### config.mk
export PLATFORM = sky130hd
export DESIGN_NAME = car_post
export DESIGN_NICKNAME = d
export VERILOG_FILES = /design/src/hdl/car_pkg.sv /design/src/hdl/car_post.sv
export SDC_FILE = /design/constraint.sdc
export NUM_CORES = 1
export LEC_CHECK = 0
export BUFFER_PORTS_ARGS = -buffer_cell sky130_fd_sc_hd__clkbuf_2
export CAP_MARGIN = 20
export CORE_MARGIN = 2
export CORE_UTILIZATION = 39
export DETAILED_ROUTE_END_ITERATION = 12
export PLACE_DENSITY = 0.76
export SYNTH_ARGS = -nofsm -noshare
export SYNTH_HDL_FRONTEND = slang
export SYNTH_SLANG_ARGS = --single-unit
export TNS_END_PERCENT = 5
### constraint.sdc
create_clock -name clk -period 1.5 [get_ports clk]
set_input_delay 0.225 -clock clk [delete_from_list [all_inputs] [get_ports clk]]
set_output_delay 0.225 -clock clk [all_outputs]
set_load 0.005 [all_outputs]
### src/hdl/car_pkg.sv
// Shared types, widths and the arctangent table of the complex angle rotator.
// Used by every module of the block and by its checker.
package car_pkg;

    localparam int DATA_WIDTH = 16;
    localparam int ITERATIONS = 16;
    localparam int GUARD      = 8;
    // gain compensation factor K in Q1.31
    localparam logic [31:0] KQ = 32'h4DBA76D4;
    // fraction bits dropped after scaling by K
    localparam int FRAC       = 31 - GUARD;
    localparam int PROD_W     = DATA_WIDTH + 32;
    // working width of x and y: sample plus guard bits plus CORDIC growth
    localparam int XW         = DATA_WIDTH + GUARD + 3;
    localparam int ZW         = 33;
    localparam int RW         = XW - GUARD;
    // two scaling stages, the iteration cells, one output stage
    localparam int PIPE_DEPTH = ITERATIONS + 3;

    typedef struct packed {
        logic signed [XW-1:0] x;
        logic signed [XW-1:0] y;
        logic signed [ZW-1:0] z;
    } car_vec_t;

    // atan(2^-k) in 32-bit binary angle units, rounded
    function automatic logic [31:0] atan_lut(input logic [4:0] k);
        logic [31:0] v;
        unique case (k)
            5'd0:  v = 32'h20000000;
            5'd1:  v = 32'h12E4051E;
            5'd2:  v = 32'h09FB385B;
            5'd3:  v = 32'h051111D4;
            5'd4:  v = 32'h028B0D43;
            5'd5:  v = 32'h0145D7E1;
            5'd6:  v = 32'h00A2F61E;
            5'd7:  v = 32'h00517C55;
            5'd8:  v = 32'h0028BE53;
            5'd9:  v = 32'h00145F2F;
            5'd10: v = 32'h000A2F98;
            5'd11: v = 32'h000517CC;
            5'd12: v = 32'h00028BE6;
            5'd13: v = 32'h000145F3;
            5'd14: v = 32'h0000A2FA;
            5'd15: v = 32'h0000517D;
            5'd16: v = 32'h000028BE;
            5'd17: v = 32'h0000145F;
            5'd18: v = 32'h00000A30;
            5'd19: v = 32'h00000518;
            5'd20: v = 32'h0000028C;
            5'd21: v = 32'h00000146;
            5'd22: v = 32'h000000A3;
            5'd23: v = 32'h00000051;
            5'd24: v = 32'h00000029;
            5'd25: v = 32'h00000014;
            5'd26: v = 32'h0000000A;
            5'd27: v = 32'h00000005;
            5'd28: v = 32'h00000003;
            5'd29: v = 32'h00000001;
            5'd30: v = 32'h00000001;
            default: v = 32'h00000000;
        endcase
        return v;
    endfunction

endpackage

### src/hdl/car_post.sv
// Output rounding, saturation and the result register.
// Depends on car_pkg.
module car_post
    import car_pkg::*;
(
    input  logic                  clk,
    input  logic                  rst_n,
    input  logic                  in_valid,
    output logic                  in_ready,
    input  car_vec_t              in_vec,
    output logic                  out_valid,
    input  logic                  out_ready,
    output logic [DATA_WIDTH-1:0] real_out,
    output logic [DATA_WIDTH-1:0] imag_out,
    output logic                  overflow
);

    localparam logic signed [RW-1:0] HI = RW'((64'sd1 <<< (DATA_WIDTH-1)) - 64'sd1);
    localparam logic signed [RW-1:0] LO = -HI - RW'(1);

    logic                  vld_reg;
    logic [DATA_WIDTH-1:0] re_reg, im_reg, re_next, im_next;
    logic                  ovf_reg, ovf_next;
    logic signed [XW-1:0]  sx, sy;
    logic signed [RW-1:0]  rx, ry;

    assign in_ready = !vld_reg || out_ready;

    // Round half up and clamp to the sample range
    always_comb
    begin
        sx = in_vec.x + (XW'(1) <<< (GUARD-1));
        sy = in_vec.y + (XW'(1) <<< (GUARD-1));
        rx = sx[XW-1:GUARD];
        ry = sy[XW-1:GUARD];
        ovf_next = 1'b0;
        if (rx > HI)
        begin
            re_next  = HI[DATA_WIDTH-1:0];
            ovf_next = 1'b1;
        end
        else if (rx < LO)
        begin
            re_next  = LO[DATA_WIDTH-1:0];
            ovf_next = 1'b1;
        end
        else
            re_next = rx[DATA_WIDTH-1:0];
        if (ry > HI)
        begin
            im_next  = HI[DATA_WIDTH-1:0];
            ovf_next = 1'b1;
        end
        else if (ry < LO)
        begin
            im_next  = LO[DATA_WIDTH-1:0];
            ovf_next = 1'b1;
        end
        else
            im_next = ry[DATA_WIDTH-1:0];
    end

    // Hold valid flag
    always_ff @(posedge clk or negedge rst_n)
    begin
        if (!rst_n)
            vld_reg <= 1'b0;
        else if (in_ready)
            vld_reg <= in_valid;
    end

    // Load the result item
    always_ff @(posedge clk)
    begin
        if (in_ready && in_valid)
        begin
            re_reg  <= re_next;
            im_reg  <= im_next;
            ovf_reg <= ovf_next;
        end
    end

    assign out_valid = vld_reg;
    assign real_out  = re_reg;
    assign imag_out  = im_reg;
    assign overflow  = ovf_reg;

endmodule

==> run metrics <==
CTS Root Cell=clkbuf_8; Slew HR=75.4%; Cell variety after synth=40; RSZ-0062 raised after global routing=true; maxcap violations=0; sequential share of the synthesized area=48.0%; ys async rst share=2.94%; Synth area leaders=edfxtp_1 (47%), xnor2_1 (7.5%), o21ai_0 (5.4%); largest net degree at the start of global routing=34; IO Port Bufs=78; Die H=77.7 µm; area of placed instances=3220 µm²; initial antenna violation count=0; f_max=529 MHz; # DRC=0; worst slack at placement=-0.790 ns; Worst path max stage delay=0.56 ns; die area=6030 µm²; syn avg cell area=10.4 µm²; crit path kind=input pin to flop; final worst-path setup slack=-0.389 ns; I/O pins=126; fin area=3460 µm²; synthesized netlist net count=296; Worst setup SP type=input pin; clk_skew=0.0125 ns; Final Power=2370 µW; initial core utilization=40.9%; H-tree levels=2; Vias/cell=4.88; share of layout cells above drive strength 1=54.7%; critical-path cell list=buf_6, nand4_1, or4_4, o31a_1, a311oi_2, o311ai_2, buf_4, o21ai_1; # diodes=0; Clock transition at path regs=0.06 ns; Slowest-stage cell, CP=or4_4; CTS buffer count=5; final core occ=66.9%; Num Clock Sinks=34; via count=2107; post-synth top area share=46.8%; final wirelength=5550 µm; overall die width=77.7 µm; Min Clock Period, post-route=1.89 ns; WL/cell=12.8 µm; worst-skew pair later-pin latency=0.28 ns; fin crit share=126%; Rows=26; Total GRT Usage=18.1%; Hold Crit Class=input pin to flop; Placer Congestion=0.914; delay-heaviest family, CP=compound AO/OA/AOI/OAI gates; hpwl dp=4450 µm; Fin Hold WS=0.166 ns; maximum buffer depth of the clock tree=2; CP required=1.62 ns; Worst VDD drop=0.000439 V; PwrDens=685 nW/µm²; Post-CTS Setup Inserts=0; crit path max fanout=10; CP arrival=2.01 ns; Layout area overhead=63.5%; GRT overflow=0; first-pass iteration count of the detailed router=4; cell area after synthesis=2120 µm²; status=finished with violations; failing checks=negative setup slack; TritonCTS clock tree=yes; core area=5170 µm²; CP Buf/Inv Count=2; final setup fails=31; warnings from Yosys=0; CP Capture Type=flop; Pins Over Slew Limit=0; final net count=454; Leak=0.00145 µW; Mapped Cells=203; Post-DRT Antenna Nets=0; first-pass GRT wire length=8630 µm; number of synthesized flops with an enable pin=33; number of global-route vias before repair=1932; DRT iter0 DRCs=88; Synth Register Bits=34; Yosys top cell by area=edfxtp_1; actual slew at the worst max-slew pin=0.365 ns; Hold Vio Cnt, Final=0; Main synth FF type=edfxtp_1
## flip-flops by register name, indices dropped and copies added (netlist names)
signal and cells:
imag_out 16, real_out 16, out_valid 1, overflow 1
## power breakdown
| part | switching (µW) | internal, µW |
|---|---|---|
| registers | 15.7 | 1120 |
| clock network | 312 | 321 |
| logic | 274 | 324 |
## layout make-up
type	count	area (µm²)
Sequential cell	34	1020
Timing Repair Buffer	156	1100
Clock inverter	2	10.0
Multi-Input combinational cell	155	1130
Tap cell	70	87.6
Fill cell	401	1710
Inverter	9	33.8
Clock buffer	6	72.6
## cell usage after synthesis, types with 3 or more instances
cell	number
a21oi_1	3
nor4_1	5
o21ai_0	23
nand4_1	8
nand2_1	15
nor2_1	14
xnor2_1	18
nor3_1	3
o21ai_2	9
xor2_1	13
and3_1	3
inv_1	9
or4_1	3
edfxtp_1	33
nand3_1	13
## layer usage
layer | track usage, % | up-vias | share of wire [%]
li1 | - | 1071 | -
met4 | 6.25 | 0 | 1.4
met2 | 30.1 | 52 | 50
met3 | 2.67 | 8 | 3.9
met5 | 0 | - | 0
met1 | 24.1 | 976 | 44
## cells by family (layout without fill, tap and decap cells)
kind of cell               after synthesis  count (layout)  synth area share [%]
AOI/OAI and AO/OA                       43              43                  13.5
xor gates and xnor gates                31              31                  12.8
adders and majority gates                2               2                  1.18
buffers and inverters                   14             173                  3.37
DFF                                     34              34                  48.0
muxes                                    1               1                 0.473
and+or+nand+nor                         78              78                  20.6
## repair_timing
action                                 in CTS  in global routing
pin swaps                                   0                  3
endpoints found under the hold margin       1                  0
gates cloned                                0                  0
gates resized for setup                    20                 28
hold buffers                                1                  0
setup endpoints to repair                  32                 32
## worst paths after layout
| path | start | to | slack, ns | depth (start not counted) |
|---|---|---|---|---|
| worst max-delay path | in_vec[69] | real_out[12]$_SDFFCE_PN1P_ | -0.39 | 8 |
| worst min-delay path | in_valid | out_valid$_DFFE_PN0N_ | 0.17 | 2 |
| worst max register to register | out_valid$_DFFE_PN0N_ | real_out[13]$_SDFFCE_PN1P_ | 0.31 | 3 |
| worst min register to register | out_valid$_DFFE_PN0N_ | out_valid$_DFFE_PN0N_ | 0.54 | 2 |
| max in group asynchronous | rst_n | out_valid$_DFFE_PN0N_ | 1.14 | 2 |
| min in group asynchronous | rst_n | out_valid$_DFFE_PN0N_ | 0.27 | 2 |
## through the flow
step | cells | setup TNS, ns
floorplan | 203 | -22.44
global placement | 423 | -19.56
detailed placement | 423 | -20.93
CTS | 432 | -9.83
global route | 432 | -10.59
finish | 432 | -8.99
## placed cells by master, fill, tap and decap left out, types with 2 or more instances in the layout
master	instances
inv_1	9
clkbuf_8	5
clkbuf_2	65
nor2_1	14
o21ai_0	2
or3_2	2
nand4_1	8
nand3_1	12
and3_1	2
o21ai_1	20
nor4_2	2
o21ai_2	10
xor2_1	13
nand2b_1	2
nor3_1	2
a21oi_1	2
xnor2_1	18
nand2_1	13
edfxtp_1	33
clkinv_2	2
buf_4	73
buf_6	13
nor4_1	2
or4_4	3
buf_12	3
(Power assumes the default switching activity.)
