$ cat src/hdl/car_pkg.sv
// Shared types, widths and the arctangent table of the complex angle rotator.
// Used by every module of the block and by its checker.
package car_pkg;

    localparam int DATA_WIDTH = 16;
    localparam int ITERATIONS = 16;
    localparam int GUARD      = 8;
    // gain compensation factor K in Q1.31
    localparam logic [31:0] KQ = 32'h4DBA76D4;
    // fraction bits dropped after scaling by K
    localparam int FRAC       = 31 - GUARD;
    localparam int PROD_W     = DATA_WIDTH + 32;
    // working width of x and y: sample plus guard bits plus CORDIC growth
    localparam int XW         = DATA_WIDTH + GUARD + 3;
    localparam int ZW         = 33;
    localparam int RW         = XW - GUARD;
    // two scaling stages, the iteration cells, one output stage
    localparam int PIPE_DEPTH = ITERATIONS + 3;

    typedef struct packed {
        logic signed [XW-1:0] x;
        logic signed [XW-1:0] y;
        logic signed [ZW-1:0] z;
    } car_vec_t;

    // atan(2^-k) in 32-bit binary angle units, rounded
    function automatic logic [31:0] atan_lut(input logic [4:0] k);
        logic [31:0] v;
        unique case (k)
            5'd0:  v = 32'h20000000;
            5'd1:  v = 32'h12E4051E;
            5'd2:  v = 32'h09FB385B;
            5'd3:  v = 32'h051111D4;
            5'd4:  v = 32'h028B0D43;
            5'd5:  v = 32'h0145D7E1;
            5'd6:  v = 32'h00A2F61E;
            5'd7:  v = 32'h00517C55;
            5'd8:  v = 32'h0028BE53;
            5'd9:  v = 32'h00145F2F;
            5'd10: v = 32'h000A2F98;
            5'd11: v = 32'h000517CC;
            5'd12: v = 32'h00028BE6;
            5'd13: v = 32'h000145F3;
            5'd14: v = 32'h0000A2FA;
            5'd15: v = 32'h0000517D;
            5'd16: v = 32'h000028BE;
            5'd17: v = 32'h0000145F;
            5'd18: v = 32'h00000A30;
            5'd19: v = 32'h00000518;
            5'd20: v = 32'h0000028C;
            5'd21: v = 32'h00000146;
            5'd22: v = 32'h000000A3;
            5'd23: v = 32'h00000051;
            5'd24: v = 32'h00000029;
            5'd25: v = 32'h00000014;
            5'd26: v = 32'h0000000A;
            5'd27: v = 32'h00000005;
            5'd28: v = 32'h00000003;
            5'd29: v = 32'h00000001;
            5'd30: v = 32'h00000001;
            default: v = 32'h00000000;
        endcase
        return v;
    endfunction

endpackage

$ cat src/hdl/car_cell.sv
// One CORDIC rotation-mode iteration with its own pipeline register.
// Depends on car_pkg for the vector type and the arctangent table.
module car_cell
    import car_pkg::*;
(
    input  logic     clk,
    input  logic     rst_n,
    input  logic [4:0] shift,
    input  logic     in_valid,
    output logic     in_ready,
    input  car_vec_t in_vec,
    output logic     out_valid,
    input  logic     out_ready,
    output car_vec_t out_vec
);

    logic                 vld_reg;
    car_vec_t             vec_reg, vec_next;
    logic signed [XW-1:0] xs, ys;
    logic signed [ZW-1:0] at;

    assign in_ready = !vld_reg || out_ready;

    // Rotate towards zero residual angle
    always_comb
    begin
        xs = in_vec.x >>> shift;
        ys = in_vec.y >>> shift;
        at = $signed({1'b0, atan_lut(shift)});
        if (!in_vec.z[ZW-1])
        begin
            vec_next.x = in_vec.x - ys;
            vec_next.y = in_vec.y + xs;
            vec_next.z = in_vec.z - at;
        end
        else
        begin
            vec_next.x = in_vec.x + ys;
            vec_next.y = in_vec.y - xs;
            vec_next.z = in_vec.z + at;
        end
    end

    // Hold valid flag
    always_ff @(posedge clk or negedge rst_n)
    begin
        if (!rst_n)
            vld_reg <= 1'b0;
        else if (in_ready)
            vld_reg <= in_valid;
    end

    // Advance payload
    always_ff @(posedge clk)
    begin
        if (in_ready && in_valid)
            vec_reg <= vec_next;
    end

    assign out_valid = vld_reg;
    assign out_vec   = vec_reg;

endmodule

$ cat config.mk
export PLATFORM = sky130hd
export DESIGN_NAME = car_cell
export DESIGN_NICKNAME = d
export VERILOG_FILES = /design/src/hdl/car_pkg.sv /design/src/hdl/car_cell.sv
export SDC_FILE = /design/constraint.sdc
export NUM_CORES = 1
export LEC_CHECK = 0
export ABC_AREA = 1
export BUFFER_PORTS_ARGS = -buffer_cell sky130_fd_sc_hd__buf_2
export CAP_MARGIN = 40
export CORE_MARGIN = 2
export CORE_UTILIZATION = 49
export CTS_CLUSTER_DIAMETER = 60
export DETAILED_ROUTE_END_ITERATION = 16
export PLACE_DENSITY = 0.73
export RECOVER_POWER = 50
export SLEW_MARGIN = 5
export SYNTH_ARGS = -nofsm -noshare
export SYNTH_HDL_FRONTEND = slang
export SYNTH_SLANG_ARGS = --single-unit
$ cat constraint.sdc
create_clock -name clk -period 4.94 [get_ports clk]
set_clock_uncertainty 0.1 [all_clocks]
set_input_delay 0.988 -clock clk [delete_from_list [all_inputs] [get_ports clk]]
set_output_delay 0.988 -clock clk [all_outputs]
set_load 0.01 [all_outputs]
==> impl_metrics.toml, run 1 <==
[run_status]
status = "finished with violations"
violations = "max-capacitance violations, max-slew violations"

[cells_and_area]
drive_above_1_share_pct = 27.1
utilization_pct = 69.7
diodes = 0
fill_cells = 2296
nets = 2731
areaGrowthSynthToFinish_pct = 39.2

[worst_setup_path]
required_ns = 4.96
startpoint_type = "primary input"
startpoint = "shift[1]"
worstSetupEndpoint = "out_vec[59]"
critPathKind = "primary input to register"
crit_fanout = 21
end_kind = "register"
max_stage_delay_ns = 0.39
r2r_end = "out_vec[78]"
crit_path_top_delay_cell = "ha_2"
worstRegToRegCells = 2
rrSetupSlack_ns = 1.59
r2r-start = "out_valid"
crit_arrival_ns = 4.84

[drt]
drt_first_pass_iters = 5
dr_total_vias = 15640
route.detailed.drc = 0
drt-initial-drc-count = 1500
vias_per_cell = 5.45
totalWireLength_mm = 48.6
wire_per_inst_um = 16.9
ant_nets = 0

[global_route]
grt_first_pass_wirelength_mm = 73.4
grt_pass1_vias = 14710
grt_max_degree = 55
antenna_found_initial = 0
grtUsageTotal_pct = 34.3
overflow = 0

[cts]
cts_tree = "done"
insertion_delay_ns = 0.36
cts.sinks = 88
cts_buffer_depth = 2
htree_levels = 3
hold_buffers = 0
numCtsBuffers = 9
cts_root_buffer = "clkbuf_16"
cts.clk_slew.worst_paths_ns = 0.08

[yosys]
yosysSeqAreaShare_pct = 20.9
synth_flop_cell = "edfxtp_1"
yosys-top-cells-area = "edfxtp_1 (21%), nand2_1 (18%), nand3_1 (11%), ha_1 (9.4%), xor2_1 (6.3%)"
synthMuxAreaShare_pct = 0
syn_inst = 1976
synth_edf_count = 87
yosys.cell_types.count = 53
syn_area_per_cell_um2 = 6.38
syn_nets = 2170
syn_area_um2 = 12600
synth_top_family_by_area = "simple AND/OR/NAND/NOR gates"
async_flop_share_pct = 1.14
synthXorXnorAreaFrac_pct = 9.63
synth_compound_area_share_pct = 12.9
synth-simple-area-share_pct = 38.1
synth_common_cells = "nand2_1 (608), nand3_1 (275), inv_1 (170), nor2_1 (145), a21oi_1 (124)"
yosysMostFrequentCell = "nand2_1"
synth_top_area_share_pct = 20.7
ys_warn_count = 0
synth_top_cell_by_area = "edfxtp_1"
synthAdderAreaFrac_pct = 9.91
synth-seq-cells = 88

[timing]
grt_setup_unrepaired = "yes"
whs_ns = 0.290
setup_viol = 0
slew_violations = 89
timing.final.crit_period_ns = 4.81
tightest_slew_ns = 3.03
fin_setup_tns_ns = 0
slew_headroom_pct = -102
fmax_mhz = 208
period_share_pct = 97.4
hold_viol = 0

[die]
rows = 58
coreArea_um2 = 25200
pin_count = 185
start_util_pct = 50.0
die_h_um = 164
dieArea_um2 = 27000
die-width_um = 164

[pwr]
p_leak_uw = 0.00890
ir_drop_v = 0.000205
power_density_nw_per_um2 = 266

[placement]
hpwl_mm = 39.3
place_congestion = 1.01
portBuffers = 184

[hold_path]
hp-class = "primary input to async pin"

[job]
maxCapViolations = 2
[worst min-delay path by stage]
stage / start / end / slack, ns / cells after the start
3_5_place_dp: out_valid / out_valid / 0.48 / 2
6_report: rst_n / out_valid / 0.29 / 1
5_1_grt: rst_n / out_valid / 0.29 / 1
2_1_floorplan: out_valid / out_valid / 0.53 / 2
3_3_place_gp: out_valid / out_valid / 0.45 / 2
4_1_cts: rst_n / out_valid / 0.28 / 1
[cell families after synthesis]
kind of cell	Yosys count
buffers and inverters	251
xor gates and xnor gates	136
AOI/OAI and AO/OA	286
and+or+nand+nor	1117
DFF	88
adders and majority gates	98
[critical path, delay by kind of cell]
family | cells | cell delay (ns)
and+or+nand+nor | 19 | 2.16
buffers and inverters | 8 | 0.90
adders and majority gates | 2 | 0.57
xor gates and xnor gates | 1 | 0.13
AOI/OAI and AO/OA | 1 | 0.04
[state kept, by name (all words and copies together), names as in the netlist]
signal     flops
out_vec       87
out_valid      1
[power by group]
| part | switching [uW] | leakage [uW] | internal, uW |
|---|---|---|---|
| combinational | 1560 | 0.00793 | 1290 |
| sequential | 34.1 | 0.000839 | 1050 |
| clock | 377 | 0.000134 | 350 |
| total | 1970 | 0.00890 | 2690 |
[final cells by class]
| class | count | area (um^2) | area share (%) |
|---|---|---|---|
| tap | 330 | 413 | 2.35 |
| sequential | 88 | 2640 | 15.0 |
| clock inverter | 6 | 51.3 | 0.292 |
| multi-input combinational | 1637 | 9280 | 52.9 |
| clock buffer | 10 | 229 | 1.31 |
| inverter | 183 | 689 | 3.93 |
| timing repair buffer | 618 | 4240 | 24.2 |
[layout by cell type (no fill, tap or decap), drive strengths merged, types with 2 or more instances in the layout]
master	instances
o21ai	103
o21bai	9
nor3	21
xnor2	42
or2	7
nand3	280
clkbuf	102
fa	3
edfxtp	87
o211ai	16
buf	526
nand3b	9
nor2	163
a21oi	126
o22ai	4
o31ai	5
xor2	94
o221ai	3
a21o	5
a211oi	2
nand2	616
o32ai	2
nand4	14
a31oi	5
nor4	7
o21a	3
ha	95
inv	184
clkinv	4
[per-layer routing]
metal  global-route usage, %  share of wire [%]
met1                    41.4                 40
met2                    62.4                 50
met5                       0                  0
met4                    14.3                4.3
met3                    3.04                6.1
[repair_timing]
action,in CTS,in global routing
gates resized for setup,4,132
buffers inserted,0,11
endpoints found under the setup margin,5,40
pin swaps,0,28
gates cloned,0,3
[stage by stage]
| step | std cells | power [uW] | area, um^2 | setup slack, ns |
|---|---|---|---|---|
| floorplan | 1976 | 2570 | 12600 | 0.0316 |
| global route | 2872 | 4950 | 17500 | -0.121 |
| CTS | 2858 | 4530 | 17000 | 0.00322 |
| detailed placement | 2842 | 3800 | 16700 | -0.415 |
| global placement | 2842 | 3740 | 16700 | -0.373 |
| finish | 2872 | 4670 | 17500 | 0.128 |
No activity file was read; power rests on OpenSTA's default activity.
==> inputs of run 2 (changes only) <==
- CORE_MARGIN: 2 -> 3
- PLACE_DENSITY: 0.73 -> 0.83
==> run 2 against run 1 <==
The flow still finishes with violations (max-capacitance violations, max-slew violations). Sequential share of layout area increased by 0.35 points. Hold slack got worse by 0.011 ns. Count of clock-buffer cells in the layout decreased by 1. Final cell count decreased by 1.5%. Global-route usage decreased by 2.7 points. Total power decreased by 1.3%. Fmax decreased by 0.50%. Combinational power decreased by 4%. Via count decreased by 0.97%. Sequential power about the same. Register-to-register slack improved by 0.05 ns. Highest routed layer unchanged.
==> impl_metrics.toml, run 2 (synthesis gave the netlist of run 1 again) <==
[run_status]
status = "finished with violations"
violations = "max-capacitance violations, max-slew violations"

[drt]
ant_nets = 0
totalWireLength_mm = 46.4
drt_first_pass_iters = 6
route.detailed.drc = 0
wire_per_inst_um = 16.4
drt-initial-drc-count = 1560
dr_total_vias = 15489
vias_per_cell = 5.48

[global_route]
grt_max_degree = 52
grtUsageTotal_pct = 31.6
overflow = 0
antenna_found_initial = 0
grt_pass1_vias = 14716
grt_first_pass_wirelength_mm = 72.3

[placement]
placed_area_um2 = 16500
portBuffers = 184
dpl_worst_slack_ns = -0.335
hpwl_mm = 37.9
place_congestion = 0.966

[cells_and_area]
final_common_cell = "nand2_1"
diodes = 0
fill_cells = 2282
areaGrowthSynthToFinish_pct = 36.0
drive_above_1_share_pct = 25.5
largest_reg_flops = 87
nets = 2687
mostFrequentLayoutCells = "nand2_1 (595), buf_4 (378), nand3_1 (265)"
design_area_um2 = 17100

[pwr]
p_leak_uw = 0.00867
netSwitchingPower_uw = 1930
p_sw_share_pct = 42.0
pwr-share-clk_pct = 17.0
power_uw = 4610
power_density_nw_per_um2 = 269
p_int_uw = 2670
power_frac_comb_pct = 59.4
seqPwrFrac_pct = 23.6
ir_drop_v = 0.000170

[hold_path]
hp-class = "primary input to async pin"

[cts]
numCtsBuffers = 9
cts_tree = "done"
cts_buffer_depth = 2
cts.sinks = 88
cts.clk_slew.worst_paths_ns = 0.08
cts_root_buffer = "clkbuf_16"
htree_levels = 3
insertion_delay_ns = 0.36
hold_buffers = 0

[die]
rows = 58
start_util_pct = 49.9
die-width_um = 166
dieArea_um2 = 27700
die_h_um = 166
coreArea_um2 = 25300
pin_count = 185

[worst_setup_path]
path_cells = "buf_2 > buf_4 > ha_1 > nor2_1 > buf_4 > nor3_1 > or2_4 > nor3_4 > nand3_4 > o21ai_4 > xor2_2 > ha_1 > buf_4 > nand2_1 > o21ai_0 > a21oi_1 > o211ai_1 > buf_4 > nand2_1 > nand2_1 > nand2_1 > o2111ai_1 > xor2_1"
max_stage_delay_ns = 0.28
crit_arrival_ns = 4.84
path_delay_family = "simple AND/OR/NAND/NOR gates"
crit_path_top_delay_cell = "ha_1"
crit_fanout = 5
startpoint_type = "primary input"
required_ns = 4.94
end_kind = "register"
critPathKind = "primary input to register"
rrSetupSlack_ns = 1.64
cp.buffers_inverters = 5

[timing]
period_share_pct = 97.9
fin_setup_tns_ns = 0
slew_headroom_pct = -94.1
grt_setup_unrepaired = "yes"
hold_viol = 0
setup_viol = 0
slew_violations = 89
timing.final.crit_period_ns = 4.84
fmax_mhz = 207
setup_slack_ns = 0.104
tightest_slew_ns = 2.91

[job]
maxCapViolations = 2
run 2: path summary, 6_finish.rpt:
check / start / endpoint / cells past startpoint
max: shift[1] / out_vec[29] / 23
min: rst_n / out_valid / 1
max reg2reg: out_valid / out_vec[75] / 2
min reg2reg: out_valid / out_valid / 2
max in group asynchronous: rst_n / out_valid / 1
min in group clk: out_valid / out_valid / 2
run 2: power by group through the flow:
stage	clock network [uW]	logic, uW	registers (uW)
after floorplan	0	1390	1180
after global placement	0	2570	1090
after detailed placement	0	2640	1100
after CTS	781	2650	1080
after global routing	813	3000	1100
final	782	2740	1090
run 2: per-layer routing:
metal	vias up	global-route usage, %	wire (um)
met1	7086	39.6	18800
met4	0	12.7	1810
met2	648	55.9	22800
met3	118	2.93	3070
met5	-	0	0
li1	7637	-	-
run 2: layout make-up:
| type | count | area, um^2 | area share [%] |
|---|---|---|---|
| Multi-Input combinational cell | 1637 | 9230 | 53.9 |
| Timing Repair Buffer | 574 | 3860 | 22.5 |
| Sequential cell | 88 | 2640 | 15.4 |
| Inverter | 183 | 689 | 4.02 |
| Tap cell | 330 | 413 | 2.41 |
| Clock buffer | 9 | 225 | 1.31 |
| Clock inverter | 7 | 86.3 | 0.504 |
run 2: per-stage QoR:
stage	util (%)	cells	hold WS [ns]
finish	67.9	2828	0.278
CTS	66.6	2820	0.274
global route	67.9	2828	0.276
global placement	65.4	2804	0.452
floorplan	-	1976	0.531
detailed placement	65.4	2804	0.478
run 2: timing repair:
| action | 4_1_cts | 5_1_grt |
|---|---|---|
| setup buffers | 0 | 7 |
| gates resized for setup | 0 | 100 |
| endpoints found under the setup margin | 0 | 39 |
==> inputs of run 3 (changes only) <==
- GPL_TIMING_DRIVEN: default -> 0
- PLACE_DENSITY: 0.83 -> 0.73
==> run 3 against run 2 <==
The flow finishes with violations (max-capacitance violations, max-slew violations, negative setup slack). Total power is 6.0% lower. First-iteration DRC count rose by 0.64%. Final cell count down 9.4%.
==> impl_metrics.toml, run 3 (synthesis gave the netlist of run 1 again) <==
[die]
dieArea_um2 = 27700
pin_count = 185
die-width_um = 166
rows = 58
start_util_pct = 49.9
die_h_um = 166
coreArea_um2 = 25300

[timing]
slew_headroom_pct = -10.1
grt_setup_unrepaired = "yes"
fmax_mhz = 201
timing.final.crit_period_ns = 4.98
tightest_slew_ns = 1.65
slew_violations = 54
hold_viol = 0
setup_slack_ns = -0.0356
setup_viol = 1
period_share_pct = 101

[worst_setup_path]
end_kind = "register"
crit_path_top_delay_cell = "buf_2"
r2r-start = "out_valid"
rrSetupSlack_ns = 2.04
path_cells = "buf_2 > clkbuf_4 > buf_2 > o22ai_1 > nor2_1 > nand3_1 > nor2_2 > nand2_1 > nand2_4 > xor2_1 > ha_2 > nand2_2 > inv_1 > a21oi_1 > o21ai_0 > nand2_1 > nand3_2 > a21o_1 > a21oi_2 > nand3b_1 > nand2_1"
worstRegToRegCells = 3
startpoint_type = "primary input"
r2r_end = "out_vec[83]"
crit_fanout = 10
max_stage_delay_ns = 0.43
required_ns = 4.97
critPathKind = "primary input to register"
startpoint = "shift[4]"
worstSetupEndpoint = "out_vec[32]"
crit_arrival_ns = 5.01
cpMostUsedCell = "nand2_1"

[pwr]
netSwitchingPower_uw = 1980
power_density_nw_per_um2 = 274
power_frac_comb_pct = 57.1
seqPwrFrac_pct = 25.0
ir_drop_v = 0.000174
pwr-share-clk_pct = 17.9
p_leak_uw = 0.00756
p_sw_share_pct = 45.8
p_int_uw = 2350
power_uw = 4330

[placement]
placedCellCount = 2493
hpwl_mm = 42.8
portBuffers = 182
place_congestion = 1.04

[cts]
insertion_delay_ns = 0.37
numCtsBuffers = 9
cts_root_buffer = "clkbuf_16"
cts.clk_slew.worst_paths_ns = 0.08
cts_tree = "done"
htree_levels = 3
cts.sinks = 88
cts_buffer_depth = 2

[drt]
drt-initial-drc-count = 1570
dr_total_vias = 15172
ant_nets = 0
totalWireLength_mm = 55.1
vias_per_cell = 5.92
wl_met3_mm = 5.10
wire_per_inst_um = 21.5
route.detailed.drc = 0
route.met2.wl_mm = 25.3
drt_first_pass_iters = 5
highest_layer = "met4"
met1_length_mm = 21.6

[global_route]
grt_max_degree = 30
grtUsageTotal_pct = 37.4
antenna_found_initial = 1
grt_first_pass_wirelength_mm = 81.2
overflow = 0
grt_pass1_vias = 14246

[job]
maxCapViolations = 2

[cells_and_area]
utilization_pct = 62.5
drive_above_1_share_pct = 20.5
fin_cells = 2561
nets = 2420
largest_reg_flops = 87
areaGrowthSynthToFinish_pct = 25.3
diodes = 0
mostFrequentLayoutCells = "nand2_1 (577), nand3_1 (248), inv_1 (164)"
final_common_cell = "nand2_1"

[hold_path]
hp-class = "primary input to async pin"

[run_status]
violations = "max-capacitance violations, max-slew violations, negative setup slack"
status = "finished with violations"
==> run 3: worst max-delay path: cells and delay by family <==
family | cells | cell delay, ns
simple gates | 10 | 1.36
buf+inv | 4 | 1.11
compound gates | 5 | 0.98
fa+ha+maj | 1 | 0.36
xor+xnor | 1 | 0.18
==> run 3: per-stage QoR <==
stage	hold slack (ns)	setup slack, ns	instance area, um^2	setup TNS (ns)
CTS	0.272	-0.0745	14800	-0.144
floorplan	0.531	0.0316	12600	0
finish	0.271	-0.0356	15800	-0.0356
global route	0.264	-0.158	15800	-0.576
detailed placement	0.480	-1.66	14000	-42.46
global placement	0.409	-1.62	13900	-53.02
==> run 3: cell type report <==
cell class                      count  area [um^2]
Multi-Input combinational cell   1637         9900
Buffer                             68          538
Tap cell                          330          413
Timing Repair Buffer              239         1310
Fill cell                        2322         9460
Clock inverter                      6         67.6
Sequential cell                    88         2640
Clock buffer                       10          229
Inverter                          183          699
==> run 3: worst min-delay path by stage <==
stage	startpoint	end	depth (start not counted)
after floorplan	out_valid	out_valid	2
after global placement	out_valid	out_valid	2
after detailed placement	out_valid	out_valid	2
after CTS	rst_n	out_valid	1
after global routing	rst_n	out_valid	1
final	rst_n	out_valid	1
==> run 3: routing by layer <==
layer  vias to the layer above  GRT usage (%)
li1                       7133              -
met1                      6927           46.7
met2                       922           62.0
met3                       190           7.57
met4                         0           18.2
met5                         -              0
==> run 3: power groups by stage <==
stage	registers, uW	clock network, uW	logic (uW)
floorplan	1180	0	1390
global placement	1100	0	2070
detailed placement	1100	0	2120
CTS	1080	779	2230
global route	1100	805	2680
finish	1080	774	2470
==> run 3: timing repair <==
action	4_1_cts	5_1_grt
setup endpoints to repair	49	45
endpoints found under the hold margin	0	0
gates cloned	0	0
buffers inserted	17	35
pin swaps	20	62
resized for setup	97	208
hold buffers	0	0
