File: src/hdl/car_pkg.sv
// Shared types, widths and the arctangent table of the complex angle rotator.
// Used by every module of the block and by its checker.
package car_pkg;

    localparam int DATA_WIDTH = 16;
    localparam int ITERATIONS = 16;
    localparam int GUARD      = 8;
    // gain compensation factor K in Q1.31
    localparam logic [31:0] KQ = 32'h4DBA76D4;
    // fraction bits dropped after scaling by K
    localparam int FRAC       = 31 - GUARD;
    localparam int PROD_W     = DATA_WIDTH + 32;
    // working width of x and y: sample plus guard bits plus CORDIC growth
    localparam int XW         = DATA_WIDTH + GUARD + 3;
    localparam int ZW         = 33;
    localparam int RW         = XW - GUARD;
    // two scaling stages, the iteration cells, one output stage
    localparam int PIPE_DEPTH = ITERATIONS + 3;

    typedef struct packed {
        logic signed [XW-1:0] x;
        logic signed [XW-1:0] y;
        logic signed [ZW-1:0] z;
    } car_vec_t;

    // atan(2^-k) in 32-bit binary angle units, rounded
    function automatic logic [31:0] atan_lut(input logic [4:0] k);
        logic [31:0] v;
        unique case (k)
            5'd0:  v = 32'h20000000;
            5'd1:  v = 32'h12E4051E;
            5'd2:  v = 32'h09FB385B;
            5'd3:  v = 32'h051111D4;
            5'd4:  v = 32'h028B0D43;
            5'd5:  v = 32'h0145D7E1;
            5'd6:  v = 32'h00A2F61E;
            5'd7:  v = 32'h00517C55;
            5'd8:  v = 32'h0028BE53;
            5'd9:  v = 32'h00145F2F;
            5'd10: v = 32'h000A2F98;
            5'd11: v = 32'h000517CC;
            5'd12: v = 32'h00028BE6;
            5'd13: v = 32'h000145F3;
            5'd14: v = 32'h0000A2FA;
            5'd15: v = 32'h0000517D;
            5'd16: v = 32'h000028BE;
            5'd17: v = 32'h0000145F;
            5'd18: v = 32'h00000A30;
            5'd19: v = 32'h00000518;
            5'd20: v = 32'h0000028C;
            5'd21: v = 32'h00000146;
            5'd22: v = 32'h000000A3;
            5'd23: v = 32'h00000051;
            5'd24: v = 32'h00000029;
            5'd25: v = 32'h00000014;
            5'd26: v = 32'h0000000A;
            5'd27: v = 32'h00000005;
            5'd28: v = 32'h00000003;
            5'd29: v = 32'h00000001;
            5'd30: v = 32'h00000001;
            default: v = 32'h00000000;
        endcase
        return v;
    endfunction

endpackage

File: src/hdl/car_pre.sv
// Input scaling by the CORDIC gain and quadrant folding of the angle.
// Depends on car_pkg.
module car_pre
    import car_pkg::*;
(
    input  logic                  clk,
    input  logic                  rst_n,
    input  logic                  in_valid,
    output logic                  in_ready,
    input  logic [DATA_WIDTH-1:0] real_in,
    input  logic [DATA_WIDTH-1:0] imag_in,
    input  logic [DATA_WIDTH-1:0] angle,
    output logic                  out_valid,
    input  logic                  out_ready,
    output car_vec_t              out_vec
);

    logic signed [PROD_W-1:0] px_reg, py_reg, px_next, py_next;
    logic signed [ZW-1:0]     z1_reg, z1_next;
    logic                     neg_reg, neg_next;
    logic                     v1_reg, v2_reg;
    car_vec_t                 vec_reg, vec_next;
    logic                     adv1, adv2;
    logic [31:0]              a32, z32;
    logic signed [PROD_W-1:0] rx, ry;
    logic signed [XW-1:0]     sx, sy;

    // Each stage moves when empty or when its successor takes
    assign adv2     = !v2_reg || out_ready;
    assign adv1     = !v1_reg || adv2;
    assign in_ready = adv1;

    // Multiply by K and fold the angle into the right half-plane
    always_comb
    begin
        px_next  = PROD_W'($signed(real_in)) * PROD_W'($signed(KQ));
        py_next  = PROD_W'($signed(imag_in)) * PROD_W'($signed(KQ));
        a32      = {angle, {(32-DATA_WIDTH){1'b0}}};
        neg_next = a32[31] ^ a32[30];
        z32      = {a32[31] ^ neg_next, a32[30:0]};
        z1_next  = {z32[31], z32};
    end

    // Round half up, drop the fraction and negate for the far half-plane
    always_comb
    begin
        rx = px_reg + (PROD_W'(1) <<< (FRAC-1));
        ry = py_reg + (PROD_W'(1) <<< (FRAC-1));
        sx = {{(XW-(PROD_W-FRAC)){rx[PROD_W-1]}}, rx[PROD_W-1:FRAC]};
        sy = {{(XW-(PROD_W-FRAC)){ry[PROD_W-1]}}, ry[PROD_W-1:FRAC]};
        vec_next.x = neg_reg ? -sx : sx;
        vec_next.y = neg_reg ? -sy : sy;
        vec_next.z = z1_reg;
    end

    // Hold valid flags
    always_ff @(posedge clk or negedge rst_n)
    begin
        if (!rst_n)
        begin
            v1_reg <= 1'b0;
            v2_reg <= 1'b0;
        end
        else
        begin
            if (adv1)
                v1_reg <= in_valid;
            if (adv2)
                v2_reg <= v1_reg;
        end
    end

    // Advance payload
    always_ff @(posedge clk)
    begin
        if (adv1 && in_valid)
        begin
            px_reg  <= px_next;
            py_reg  <= py_next;
            z1_reg  <= z1_next;
            neg_reg <= neg_next;
        end
        if (adv2 && v1_reg)
            vec_reg <= vec_next;
    end

    assign out_valid = v2_reg;
    assign out_vec   = vec_reg;

endmodule

File: config.mk
export PLATFORM = sky130hd
export DESIGN_NAME = car_pre
export DESIGN_NICKNAME = d
export VERILOG_FILES = /design/src/hdl/car_pkg.sv /design/src/hdl/car_pre.sv
export SDC_FILE = /design/constraint.sdc
export NUM_CORES = 1
export LEC_CHECK = 0
export ABC_CLOCK_PERIOD_IN_PS = 7900
export BUFFER_PORTS_ARGS = -buffer_cell sky130_fd_sc_hd__buf_2
export CAP_MARGIN = 5
export CORE_MARGIN = 2
export CORE_UTILIZATION = 30
export DETAILED_ROUTE_END_ITERATION = 8
export PLACE_DENSITY_LB_ADDON = 0.05
export RECOVER_POWER = 100
export SETUP_SLACK_MARGIN = 0.5
export SYNTH_ARGS = -nofsm -noshare
export SYNTH_HDL_FRONTEND = slang
export SYNTH_SLANG_ARGS = --single-unit
File: constraint.sdc
create_clock -name clk -period 7.9 [get_ports clk]
set_input_delay 0.79 -clock clk [delete_from_list [all_inputs] [get_ports clk]]
set_output_delay 0.79 -clock clk [all_outputs]
set_load 0.02 [all_outputs]
==> metrics.txt, run 1 <==
# TYPE chip_impl_metric gauge
chip_impl_info{name="cts_tree",value="done"} 1
chip_impl_info{name="violations",value="max-capacitance violations, max-slew violations"} 1
chip_impl_metric{name="fin_hold_ws",unit="ns"} 0.1285
chip_impl_metric{name="period_utilisation_layout",unit="%"} 92.18
chip_impl_info{name="crit_top_cell",value="fa_1"} 1
chip_impl_info{name="outcome",value="finished, violations left"} 1
chip_impl_metric{name="worstRegToRegCells",unit=""} 2
chip_impl_metric{name="timing.critical_path.fanout_max",unit=""} 7
chip_impl_metric{name="drt_iter0_markers",unit=""} 858
chip_impl_metric{name="avgViaCountPerCell",unit=""} 4.621
chip_impl_metric{name="synth_seq_cells",unit=""} 141
chip_impl_metric{name="drt_wl_total",unit="um"} 67270
chip_impl_metric{name="global_route_wire_length_before_repair",unit="um"} 104400
chip_impl_metric{name="cts_post_setup_buffers_inserted",unit=""} 0
chip_impl_metric{name="clk_transition_reported_paths",unit="ns"} 0.06
chip_impl_metric{name="core_area",unit="um2"} 76200
chip_impl_info{name="worstPathCellList",value="clkbuf_1, inv_1, ha_1, inv_1, fa_1, fa_1, fa_1, fa_1, inv_1, fa_1, inv_1, ha_1, and4_1, nand4_1, or4_1, a211oi_1, a211oi_1, o21ba_1, o41ai_1, xor2_1"} 1
chip_impl_metric{name="max_freq",unit="GHz"} 0.1373
chip_impl_metric{name="cts.hold.buffers_added",unit=""} 0
chip_impl_metric{name="syn-mean-instance-area",unit="um2"} 10.18
chip_impl_metric{name="global_route.overflow_total",unit=""} 0
chip_impl_metric{name="grt_use_total",unit="%"} 17.44
chip_impl_metric{name="ctsResizeCount",unit=""} 0
chip_impl_metric{name="synth_enable_flop_cells",unit=""} 139
chip_impl_metric{name="async_flop_share",unit="%"} 1.418
chip_impl_metric{name="worst_endpoint_required_time",unit="ns"} 8.07
chip_impl_metric{name="antenna_found_initial",unit=""} 0
chip_impl_metric{name="seq_total_area_yosys",unit="%"} 18.22
chip_impl_metric{name="timing.slew.headroom",unit="%"} -199.8
chip_impl_metric{name="dieArea",unit="um2"} 79520
chip_impl_info{name="critical_path.endpoint",value="py_reg[46]$_DFFE_PP_"} 1
chip_impl_metric{name="initial_utilization",unit="%"} 30.42
chip_impl_info{name="clock_tree.root_cell",value="clkbuf_16"} 1
chip_impl_metric{name="num_antenna_cells",unit=""} 0
chip_impl_metric{name="number_of_flip_flops_under_the_largest_register_name",unit=""} 70
chip_impl_metric{name="vias",unit=""} 15824
chip_impl_metric{name="syn2layout_area_growth",unit="%"} 9.105
chip_impl_metric{name="ios",unit=""} 141
chip_impl_metric{name="setup-violations-final",unit=""} 0
chip_impl_metric{name="worstPathArrival",unit="ns"} 7.45
chip_impl_metric{name="maxCapViolations",unit=""} 2
chip_impl_info{name="worstSetupStartpoint",value="imag_in[5]"} 1
chip_impl_info{name="grt_setup_unrepaired",value="no"} 1
chip_impl_metric{name="tightest_pin_transition",unit="ns"} 4.496
chip_impl_info{name="worst_r2r_endpoint",value="out_vec[56]$_DFFE_PP_"} 1
chip_impl_metric{name="clock-skew-final",unit="ns"} 0.009470
chip_impl_metric{name="first_global_vias",unit=""} 17184
chip_impl_info{name="timing.critical_path.to_type",value="flip-flop"} 1
chip_impl_metric{name="syn-cell-area",unit="um2"} 23180
chip_impl_metric{name="clock_sinks",unit=""} 141
chip_impl_metric{name="report.final.slew_viol_count",unit=""} 141
chip_impl_metric{name="r2r_setup_slack",unit="ns"} 3.65
chip_impl_metric{name="place.gp.congestion",unit=""} 0.8988
chip_impl_metric{name="critical-path-max-stage-delay",unit="ns"} 0.66
chip_impl_info{name="critical-path-slowest-cell",value="a211oi_1"} 1
chip_impl_metric{name="worst_skew_pair.late_latency",unit="ns"} 0.43
chip_impl_metric{name="post_drt_wl_per_cell",unit="um"} 19.65
chip_impl_metric{name="utilization",unit="%"} 33.19
chip_impl_metric{name="synth_warnings",unit=""} 0
chip_impl_info{name="synthFlopType",value="edfxtp_1"} 1
chip_impl_info{name="cp_launch_type",value="input port"} 1
chip_impl_metric{name="placementRows",unit=""} 101
chip_impl_info{name="regToRegStartpoint",value="out_valid$_DFFE_PN0P_"} 1
chip_impl_metric{name="port-buffer-count",unit=""} 124
chip_impl_metric{name="drc",unit=""} 0
chip_impl_metric{name="grt_start_max_net_pins",unit=""} 71
chip_impl_metric{name="distinct_cell_type_count_of_the_synthesized_netlist",unit=""} 78
chip_impl_metric{name="drive_gt1_share",unit="%"} 4.219
chip_impl_metric{name="path_buf_inv",unit=""} 5
chip_impl_metric{name="tns",unit="ns"} 0
chip_impl_metric{name="fin_nets",unit=""} 3113
chip_impl_metric{name="drt_pre_antenna_iters",unit=""} 5
chip_impl_metric{name="cts_max_level",unit=""} 4
chip_impl_info{name="critPathTopFamily",value="adder cells"} 1
chip_impl_metric{name="postSynthCellCount",unit=""} 2277
chip_impl_metric{name="die_w",unit="um"} 282.0
chip_impl_metric{name="timing.final.hold_violations",unit=""} 0
chip_impl_info{name="worst_hold_path_type",value="in2async"} 1
chip_impl_metric{name="cp.depth",unit=""} 20
chip_impl_metric{name="clk_path_buf_depth",unit=""} 2
chip_impl_metric{name="drtAntennaViolNets",unit=""} 0
chip_impl_metric{name="tritoncts_buffer_count",unit=""} 17
chip_impl_metric{name="fp.dieH",unit="um"} 282.0
chip_impl_info{name="kind_of_critical_path",value="in2reg"} 1
chip_impl_metric{name="detailed_place_hpwl",unit="um"} 59320
chip_impl_metric{name="finalWorstPathRequiredPeriod",unit="ns"} 7.282
==> synth_stat cells, types with 26 or more instances <==
| library cell | number | share of area [%] |
|---|---|---|
| xnor2_1 | 95 | 3.6 |
| nand3_1 | 31 | 0.67 |
| a21o_1 | 42 | 1.4 |
| nor2_1 | 68 | 1.1 |
| xor2_1 | 58 | 2.2 |
| nand2_1 | 88 | 1.4 |
| ha_1 | 330 | 18 |
| a21oi_1 | 89 | 1.9 |
| o21ai_0 | 61 | 1.3 |
| fa_1 | 350 | 30 |
| inv_1 | 565 | 9.1 |
| nand4_1 | 36 | 0.97 |
| clkbuf_1 | 26 | 0.42 |
| edfxtp_1 | 139 | 18 |
==> layer usage <==
layer | GRT usage (%) | wire length [um] | up-vias | part of all wire (%)
met2 | 28.90 | 31290 | 296 | 47
li1 | - | - | 7626 | -
met4 | 3.478 | 944 | 0 | 1.4
met3 | 1.906 | 2255 | 38 | 3.4
met5 | 0 | 0 | - | 0
met1 | 24.59 | 32780 | 7864 | 49
==> through the flow <==
stage / cell area (um2) / worst slack, ns / instances
finish: 25290 / 0.6181 / 3424
global route: 25290 / 0.3731 / 3424
global placement: 24880 / 0.4711 / 3392
floorplan: 23240 / 1.573 / 2292
detailed placement: 24880 / 0.4062 / 3392
CTS: 25450 / 0.8726 / 3424
==> cell usage in the layout (no fill, tap or decap), drive strengths merged, types with 5 or more instances in the layout <==
master  netlist  layout
edfxtp      139     139
xor2         58      58
and3         18      18
a41oi         5       5
nand2b        9       9
fa          350     350
nor4         15      15
buf          34      49
o21ai        65      65
nand3        34      34
o211ai        9       9
o31ai        14      14
a31oi        20      20
conb          1      16
clkbuf       26     103
or3           7       7
o21bai       13      13
nand2        88      88
nor2         68      68
o22ai         5       5
a211oi       10      10
and4         15      15
nor3         21      21
clkinv        0       6
or2           8       8
xnor2        95      95
a21o         42      42
inv         565     566
nand4        38      38
a21oi        89      89
and2         13      13
ha          330     330
==> layout make-up <==
class | count | area [um2]
Sequential cell | 141 | 4224
Clock buffer | 22 | 454.2
Multi-Input combinational cell | 1526 | 16530
Fill cell | 7912 | 50910
Inverter | 565 | 2121
Tap cell | 1030 | 1289
Timing Repair Buffer | 130 | 559.3
Clock inverter | 10 | 117.6
==> logic make-up after synthesis <==
kind of cell             count (synthesis)  synth area share [%]
AO/OA/AOI/OAI                          319                 8.921
XOR/XNOR                               153                 5.780
adder cells (fa/ha/maj)                680                 48.03
buffers and inverters                  625                 10.55
flip-flops                             141                 18.22
multiplexers                             6                0.2698
other                                    1               0.01618
AND/OR/NAND/NOR                        352                 8.214
==> how the worst min path moves through the flow <==
stage,startpoint,depth (start not counted),endpoint,slack [ns]
after CTS,rst_n,1,v1_reg$_DFFE_PN0N_,0.09
final,rst_n,1,v1_reg$_DFFE_PN0N_,0.13
after global routing,rst_n,1,out_valid$_DFFE_PN0P_,0.10
after detailed placement,z1_reg[26]$_DFFE_PP_,0,out_vec[26]$_DFFE_PP_,0.40
after floorplan,z1_reg[16]$_DFFE_PP_,0,out_vec[16]$_DFFE_PP_,0.40
after global placement,z1_reg[29]$_DFFE_PP_,0,out_vec[29]$_DFFE_PP_,0.40
Power of run 1 is not shown: default switching activity piles up to over one toggle a cycle in this logic, so the estimate is an artifact.
==> run 2, diff against run 1 <==
Settings changed: BUFFER_PORTS_ARGS -buffer_cell sky130_fd_sc_hd__buf_2 to not set, DONT_BUFFER_PORTS set to 1, PLACE_DENSITY_LB_ADDON 0.05 to 0.15.
==> run 2 against run 1 <==
Effect of this change: the flow still finishes with violations (max-capacitance violations, max-slew violations); critical path depth did not move; die area unchanged; cell count fell by 3.7%.
==> metrics.txt, run 2 (synthesis gave the netlist of run 1 again) <==
# TYPE chip_impl_metric gauge
chip_impl_info{name="worstPathCellList",value="ha_1, inv_1, fa_1, inv_1, fa_1, inv_1, fa_1, inv_1, fa_1, fa_1, ha_1, a21oi_1, o21ai_0, a311oi_1, a211oi_1, a211oi_1, clkbuf_1, nor2_1, o41ai_1, xnor2_1"} 1
chip_impl_metric{name="cts.hold.buffers_added",unit=""} 0
chip_impl_info{name="timing.critical_path.to_type",value="flip-flop"} 1
chip_impl_metric{name="ctsResizeCount",unit=""} 0
chip_impl_metric{name="num_antenna_cells",unit=""} 0
chip_impl_metric{name="cts_post_setup_buffers_inserted",unit=""} 0
chip_impl_metric{name="timing.critical_path.fanout_max",unit=""} 7
chip_impl_metric{name="drtAntennaViolNets",unit=""} 0
chip_impl_metric{name="maxCapViolations",unit=""} 2
chip_impl_info{name="outcome",value="finished, violations left"} 1
chip_impl_metric{name="worst_skew_pair.late_latency",unit="ns"} 0.45
chip_impl_metric{name="tightest_pin_transition",unit="ns"} 4.620
chip_impl_metric{name="critical-path-max-stage-delay",unit="ns"} 0.68
chip_impl_metric{name="fp.dieH",unit="um"} 282.0
chip_impl_metric{name="drt_wl_total",unit="um"} 63430
chip_impl_metric{name="core_area",unit="um2"} 76200
chip_impl_metric{name="detailed_place_hpwl",unit="um"} 56010
chip_impl_info{name="final_common_cell",value="inv_1"} 1
chip_impl_metric{name="max_freq",unit="GHz"} 0.1526
chip_impl_metric{name="post_drt_wl_per_cell",unit="um"} 19.24
chip_impl_metric{name="r2r_setup_slack",unit="ns"} 3.21
chip_impl_metric{name="dp_worst_setup_slack",unit="ns"} 0.9528
chip_impl_metric{name="syn2layout_area_growth",unit="%"} 6.914
chip_impl_metric{name="fin_nets",unit=""} 2985
chip_impl_info{name="critical-path-slowest-cell",value="fa_1"} 1
chip_impl_metric{name="vias",unit=""} 15334
chip_impl_info{name="clock_tree.root_cell",value="clkbuf_16"} 1
chip_impl_metric{name="grt_start_max_net_pins",unit=""} 71
chip_impl_metric{name="tritoncts_buffer_count",unit=""} 17
chip_impl_metric{name="worst_endpoint_required_time",unit="ns"} 8.08
chip_impl_metric{name="die_w",unit="um"} 282.0
chip_impl_metric{name="dieArea",unit="um2"} 79520
chip_impl_info{name="cp_launch_type",value="input port"} 1
chip_impl_metric{name="global_route_wire_length_before_repair",unit="um"} 99110
chip_impl_metric{name="antenna_found_initial",unit=""} 0
chip_impl_metric{name="first_global_vias",unit=""} 16779
chip_impl_metric{name="worstPathArrival",unit="ns"} 6.74
chip_impl_metric{name="clock-skew-final",unit="ns"} 0.03309
chip_impl_metric{name="avgViaCountPerCell",unit=""} 4.652
chip_impl_metric{name="fin_hold_ws",unit="ns"} 0.04262
chip_impl_metric{name="drt_pre_antenna_iters",unit=""} 5
chip_impl_metric{name="number_of_flip_flops_under_the_largest_register_name",unit=""} 70
chip_impl_info{name="cts_tree",value="done"} 1
chip_impl_metric{name="setup_slack",unit="ns"} 1.346
chip_impl_metric{name="clk_path_buf_depth",unit=""} 2
chip_impl_metric{name="grt_use_total",unit="%"} 16.43
chip_impl_info{name="grt_setup_unrepaired",value="no"} 1
chip_impl_metric{name="report.final.slew_viol_count",unit=""} 141
chip_impl_metric{name="drc",unit=""} 0
chip_impl_info{name="most-common-layout-cells",value="inv_1, fa_1, ha_1"} 1
chip_impl_metric{name="ios",unit=""} 141
chip_impl_info{name="kind_of_critical_path",value="in2reg"} 1
chip_impl_metric{name="clock_sinks",unit=""} 141
chip_impl_metric{name="global_route.overflow_total",unit=""} 0
chip_impl_metric{name="place.gp.congestion",unit=""} 0.8956
chip_impl_metric{name="port-buffer-count",unit=""} 0
chip_impl_metric{name="finalWorstPathRequiredPeriod",unit="ns"} 6.554
chip_impl_info{name="crit_top_cell",value="fa_1"} 1
chip_impl_metric{name="initial_utilization",unit="%"} 30.42
chip_impl_info{name="violations",value="max-capacitance violations, max-slew violations"} 1
chip_impl_metric{name="placementRows",unit=""} 101
chip_impl_metric{name="timing.final.hold_violations",unit=""} 0
chip_impl_metric{name="post-route-cell-area",unit="um2"} 24790
chip_impl_metric{name="drive_gt1_share",unit="%"} 2.427
chip_impl_metric{name="timing.slew.headroom",unit="%"} -208.2
chip_impl_metric{name="clk_transition_reported_paths",unit="ns"} 0.06
chip_impl_metric{name="cts_max_level",unit=""} 4
chip_impl_info{name="worst_hold_path_type",value="in2async"} 1
chip_impl_metric{name="period_utilisation_layout",unit="%"} 82.97
chip_impl_metric{name="tns",unit="ns"} 0
chip_impl_metric{name="drt_iter0_markers",unit=""} 828
chip_impl_metric{name="setup-violations-final",unit=""} 0
chip_impl_metric{name="postPlaceCellArea",unit="um2"} 24220
## run 2: worst paths after layout
| kind | startpoint | end | depth (start not counted) |
|---|---|---|---|
| max in group asynchronous | rst_n | v1_reg$_DFFE_PN0N_ | 0 |
| max | imag_in[1] | py_reg[44]$_DFFE_PP_ | 20 |
| min in group clk | z1_reg[30]$_DFFE_PP_ | out_vec[30]$_DFFE_PP_ | 0 |
| min reg2reg | z1_reg[30]$_DFFE_PP_ | out_vec[30]$_DFFE_PP_ | 0 |
| min | rst_n | out_valid$_DFFE_PN0P_ | 0 |
| max reg2reg | out_valid$_DFFE_PN0P_ | px_reg[24]$_DFFE_PP_ | 2 |
## run 2: layer usage
metal / share of wire (%) / up-vias / track usage, %
met2: 46 / 297 / 27.16
li1: - / 7355 / -
met5: 0 / - / 0
met4: 1.5 / 0 / 3.191
met1: 47 / 7631 / 22.34
met3: 4.8 / 51 / 3.215
## run 2: worst max-delay path, delay by kind of cell
family                   cells  cell delay (ns)
buffers and inverters        5             0.61
AND/OR/NAND/NOR              1             0.09
AO/OA/AOI/OAI                6             1.66
adder cells (fa/ha/maj)      7             3.44
XOR/XNOR                     1             0.12
## run 2: cell type report
cell class	instances	area [um2]
inverters	565	2121
flip-flops and latches	141	4224
multi-input cells	1526	16530
repair buffers	2	11.26
clock inverters	12	161.4
well taps	1030	1289
clock buffers	20	446.7
fillers	7798	51420
## run 2: stage by stage
step                std cells  utilization (%)
finish                   3296            32.53
global route             3296            32.53
CTS                      3296            32.59
detailed placement       3264            31.79
global placement         3264            31.79
floorplan                2292                -
Power of run 2 is left out for the same reason.
==> run 3, diff against run 2 <==
Settings changed: ABC_CLOCK_PERIOD_IN_PS 7900 to 5600.
Clock period 7.9 ns to 5.6 ns, I/O delays scaled along.
==> run 3 against run 2 <==
Effect of this change: the run ends with max-capacitance violations, max-slew violations, negative setup slack left; first-iteration DRC count shrank 3.0%; critical path depth is the same; register-to-register slack lost 2.2 ns; clock-buffer cell count shrank 3; clock skew shrank 0.023 ns; die area is the same; sequential cell count is the same; design area grew 15%; critical path type unchanged.
==> metrics.txt, run 3 (synthesis gave the netlist of run 1 again) <==
# TYPE chip_impl_metric gauge
chip_impl_metric{name="post-route-cell-area",unit="um2"} 28390
chip_impl_metric{name="multiInputGateArea",unit="um2"} 17750
chip_impl_metric{name="antenna_found_initial",unit=""} 0
chip_impl_metric{name="max_freq",unit="GHz"} 0.1744
chip_impl_metric{name="drt_pre_antenna_iters",unit=""} 7
chip_impl_info{name="outcome",value="finished, violations left"} 1
chip_impl_info{name="cp_launch_type",value="input port"} 1
chip_impl_metric{name="grt_use_total",unit="%"} 16.65
chip_impl_metric{name="fp.dieH",unit="um"} 282.0
chip_impl_metric{name="clock-skew-final",unit="ns"} 0.01014
chip_impl_info{name="top_signal_layer_used",value="met4"} 1
chip_impl_info{name="clock_tree.root_cell",value="clkbuf_16"} 1
chip_impl_metric{name="layout.area.seq",unit="um2"} 4224
chip_impl_metric{name="vias",unit=""} 16425
chip_impl_metric{name="setup-violations-final",unit=""} 14
chip_impl_info{name="grt_setup_unrepaired",value="yes"} 1
chip_impl_info{name="final_common_cell",value="inv_1"} 1
chip_impl_metric{name="tightest_pin_transition",unit="ns"} 4.501
chip_impl_metric{name="fillerInstances",unit=""} 7582
chip_impl_metric{name="die_w",unit="um"} 282.0
chip_impl_metric{name="timing.critical_path.fanout_max",unit=""} 6
chip_impl_metric{name="placementRows",unit=""} 101
chip_impl_metric{name="met3RoutedLength",unit="um"} 1990
chip_impl_metric{name="drt_wl_total",unit="um"} 64650
chip_impl_metric{name="tns",unit="ns"} -0.7114
chip_impl_metric{name="dp_worst_setup_slack",unit="ns"} -0.7152
chip_impl_metric{name="routedLengthMet1",unit="um"} 31800
chip_impl_info{name="worst_hold_path_type",value="in2reg"} 1
chip_impl_info{name="violations",value="max-capacitance violations, max-slew violations, negative setup slack"} 1
chip_impl_metric{name="clk_transition_reported_paths",unit="ns"} 0.06
chip_impl_metric{name="number_of_flip_flops_under_the_largest_register_name",unit=""} 70
chip_impl_metric{name="finalWorstPathRequiredPeriod",unit="ns"} 5.736
chip_impl_metric{name="timing.slew.headroom",unit="%"} -200.1
chip_impl_metric{name="num_antenna_cells",unit=""} 0
chip_impl_metric{name="post_drt_wl_per_cell",unit="um"} 17.94
chip_impl_metric{name="period_utilisation_layout",unit="%"} 102.4
chip_impl_metric{name="fin_hold_ws",unit="ns"} 0.2172
chip_impl_metric{name="worst_endpoint_required_time",unit="ns"} 5.77
chip_impl_metric{name="grt_start_max_net_pins",unit=""} 71
chip_impl_metric{name="dieArea",unit="um2"} 79520
chip_impl_metric{name="postPlaceCellArea",unit="um2"} 26770
chip_impl_metric{name="port-buffer-count",unit=""} 0
chip_impl_metric{name="drt_iter0_markers",unit=""} 803
chip_impl_metric{name="drc",unit=""} 0
chip_impl_metric{name="place.gp.congestion",unit=""} 0.8980
chip_impl_metric{name="drtAntennaViolNets",unit=""} 0
chip_impl_metric{name="maxCapViolations",unit=""} 2
chip_impl_metric{name="first_global_vias",unit=""} 17891
chip_impl_metric{name="route.met2.wl",unit="um"} 30140
chip_impl_metric{name="avgViaCountPerCell",unit=""} 4.559
chip_impl_metric{name="report.final.slew_viol_count",unit=""} 141
chip_impl_metric{name="worst_skew_pair.late_latency",unit="ns"} 0.43
chip_impl_info{name="most-common-layout-cells",value="inv_1, fa_1, ha_1"} 1
chip_impl_metric{name="timing.final.hold_violations",unit=""} 0
chip_impl_metric{name="drive_gt1_share",unit="%"} 21.49
chip_impl_info{name="kind_of_critical_path",value="in2reg"} 1
chip_impl_metric{name="initial_utilization",unit="%"} 30.42
chip_impl_metric{name="worstPathArrival",unit="ns"} 5.91
chip_impl_metric{name="global_route_wire_length_before_repair",unit="um"} 102000
chip_impl_metric{name="ios",unit=""} 141
chip_impl_info{name="cts_tree",value="done"} 1
chip_impl_metric{name="detailed_place_hpwl",unit="um"} 56910
chip_impl_metric{name="clk_path_buf_depth",unit=""} 2
chip_impl_metric{name="syn2layout_area_growth",unit="%"} 22.45
chip_impl_metric{name="setup_slack",unit="ns"} -0.1355
chip_impl_metric{name="fin_nets",unit=""} 3292
chip_impl_metric{name="cts_max_level",unit=""} 4
chip_impl_info{name="timing.critical_path.to_type",value="flip-flop"} 1
chip_impl_metric{name="tritoncts_buffer_count",unit=""} 17
chip_impl_metric{name="clock_sinks",unit=""} 141
chip_impl_metric{name="global_route.overflow_total",unit=""} 0
chip_impl_metric{name="core_area",unit="um2"} 76200
==> run 3: cell types whose count changed in the layout (fill, tap and decap cells not counted), moves of 21 or more <==
cell / delta
ha_4: +30
inv_1: -25
fa_2: +27
buf_6: +21
ha_1: -34
fa_1: -27
inv_2: +24
buf_4: +281
a21oi_1: -32
a21oi_2: +21
==> run 3: repair_timing <==
item,CTS,global route
hold endpoints to repair,2,0
pin swaps,73,81
hold buffers,1,0
cloned,0,0
buffers inserted,11,22
gates resized for setup,95,99
setup endpoints to repair,43,46
==> run 3: final timing paths <==
| check | start | endpoint | slack (ns) | cells after the start |
|---|---|---|---|---|
| worst max-delay path | imag_in[4] | py_reg[46]$_DFFE_PP_ | -0.14 | 20 |
| worst min-delay path | angle[4] | z1_reg[20]$_DFFE_PP_ | 0.22 | 0 |
| worst max register to register | out_valid$_DFFE_PN0P_ | px_reg[34]$_DFFE_PP_ | 1.02 | 2 |
| worst min register to register | z1_reg[30]$_DFFE_PP_ | out_vec[30]$_DFFE_PP_ | 0.42 | 0 |
| max in group asynchronous | rst_n | v1_reg$_DFFE_PN0N_ | 5.12 | 1 |
| min in group asynchronous | rst_n | out_valid$_DFFE_PN0P_ | 0.36 | 1 |
==> run 3: metal layers <==
metal	GRT usage (%)	vias up
met5	0	-
met4	2.796	0
met3	2.030	33
met2	27.34	218
met1	23.77	8196
li1	-	7978
==> run 3: per-stage QoR <==
step                      utilization, %  instances
after floorplan                        -       2292
after global placement             35.14       3537
after detailed placement           35.14       3537
after CTS                          36.66       3581
after global routing               37.25       3603
final                              37.25       3603
==> run 3: worst max-delay path, cell delays in order <==
cell	delay, ns
fa_1	0.56
inv_2	0.05
fa_1	0.52
inv_2	0.04
fa_1	0.47
fa_1	0.58
inv_1	0.06
fa_1	0.47
inv_1	0.05
fa_1	0.49
ha_4	0.30
and4_4	0.21
nand4_1	0.09
or4_4	0.45
a211oi_2	0.23
buf_4	0.16
a211oi_4	0.05
o21ba_4	0.25
o41ai_4	0.22
xor2_1	0.10
==> run 3: final cells by class <==
class                      instances  share of cell area, %
clock buffer                      17                  1.499
clock inverter                    15                 0.6523
inverter                         565                  7.479
multi-input combinational       1526                  62.51
sequential                       141                  14.88
tap                             1030                  4.540
timing repair buffer             309                  8.436
Power of run 3 is left out for the same reason.
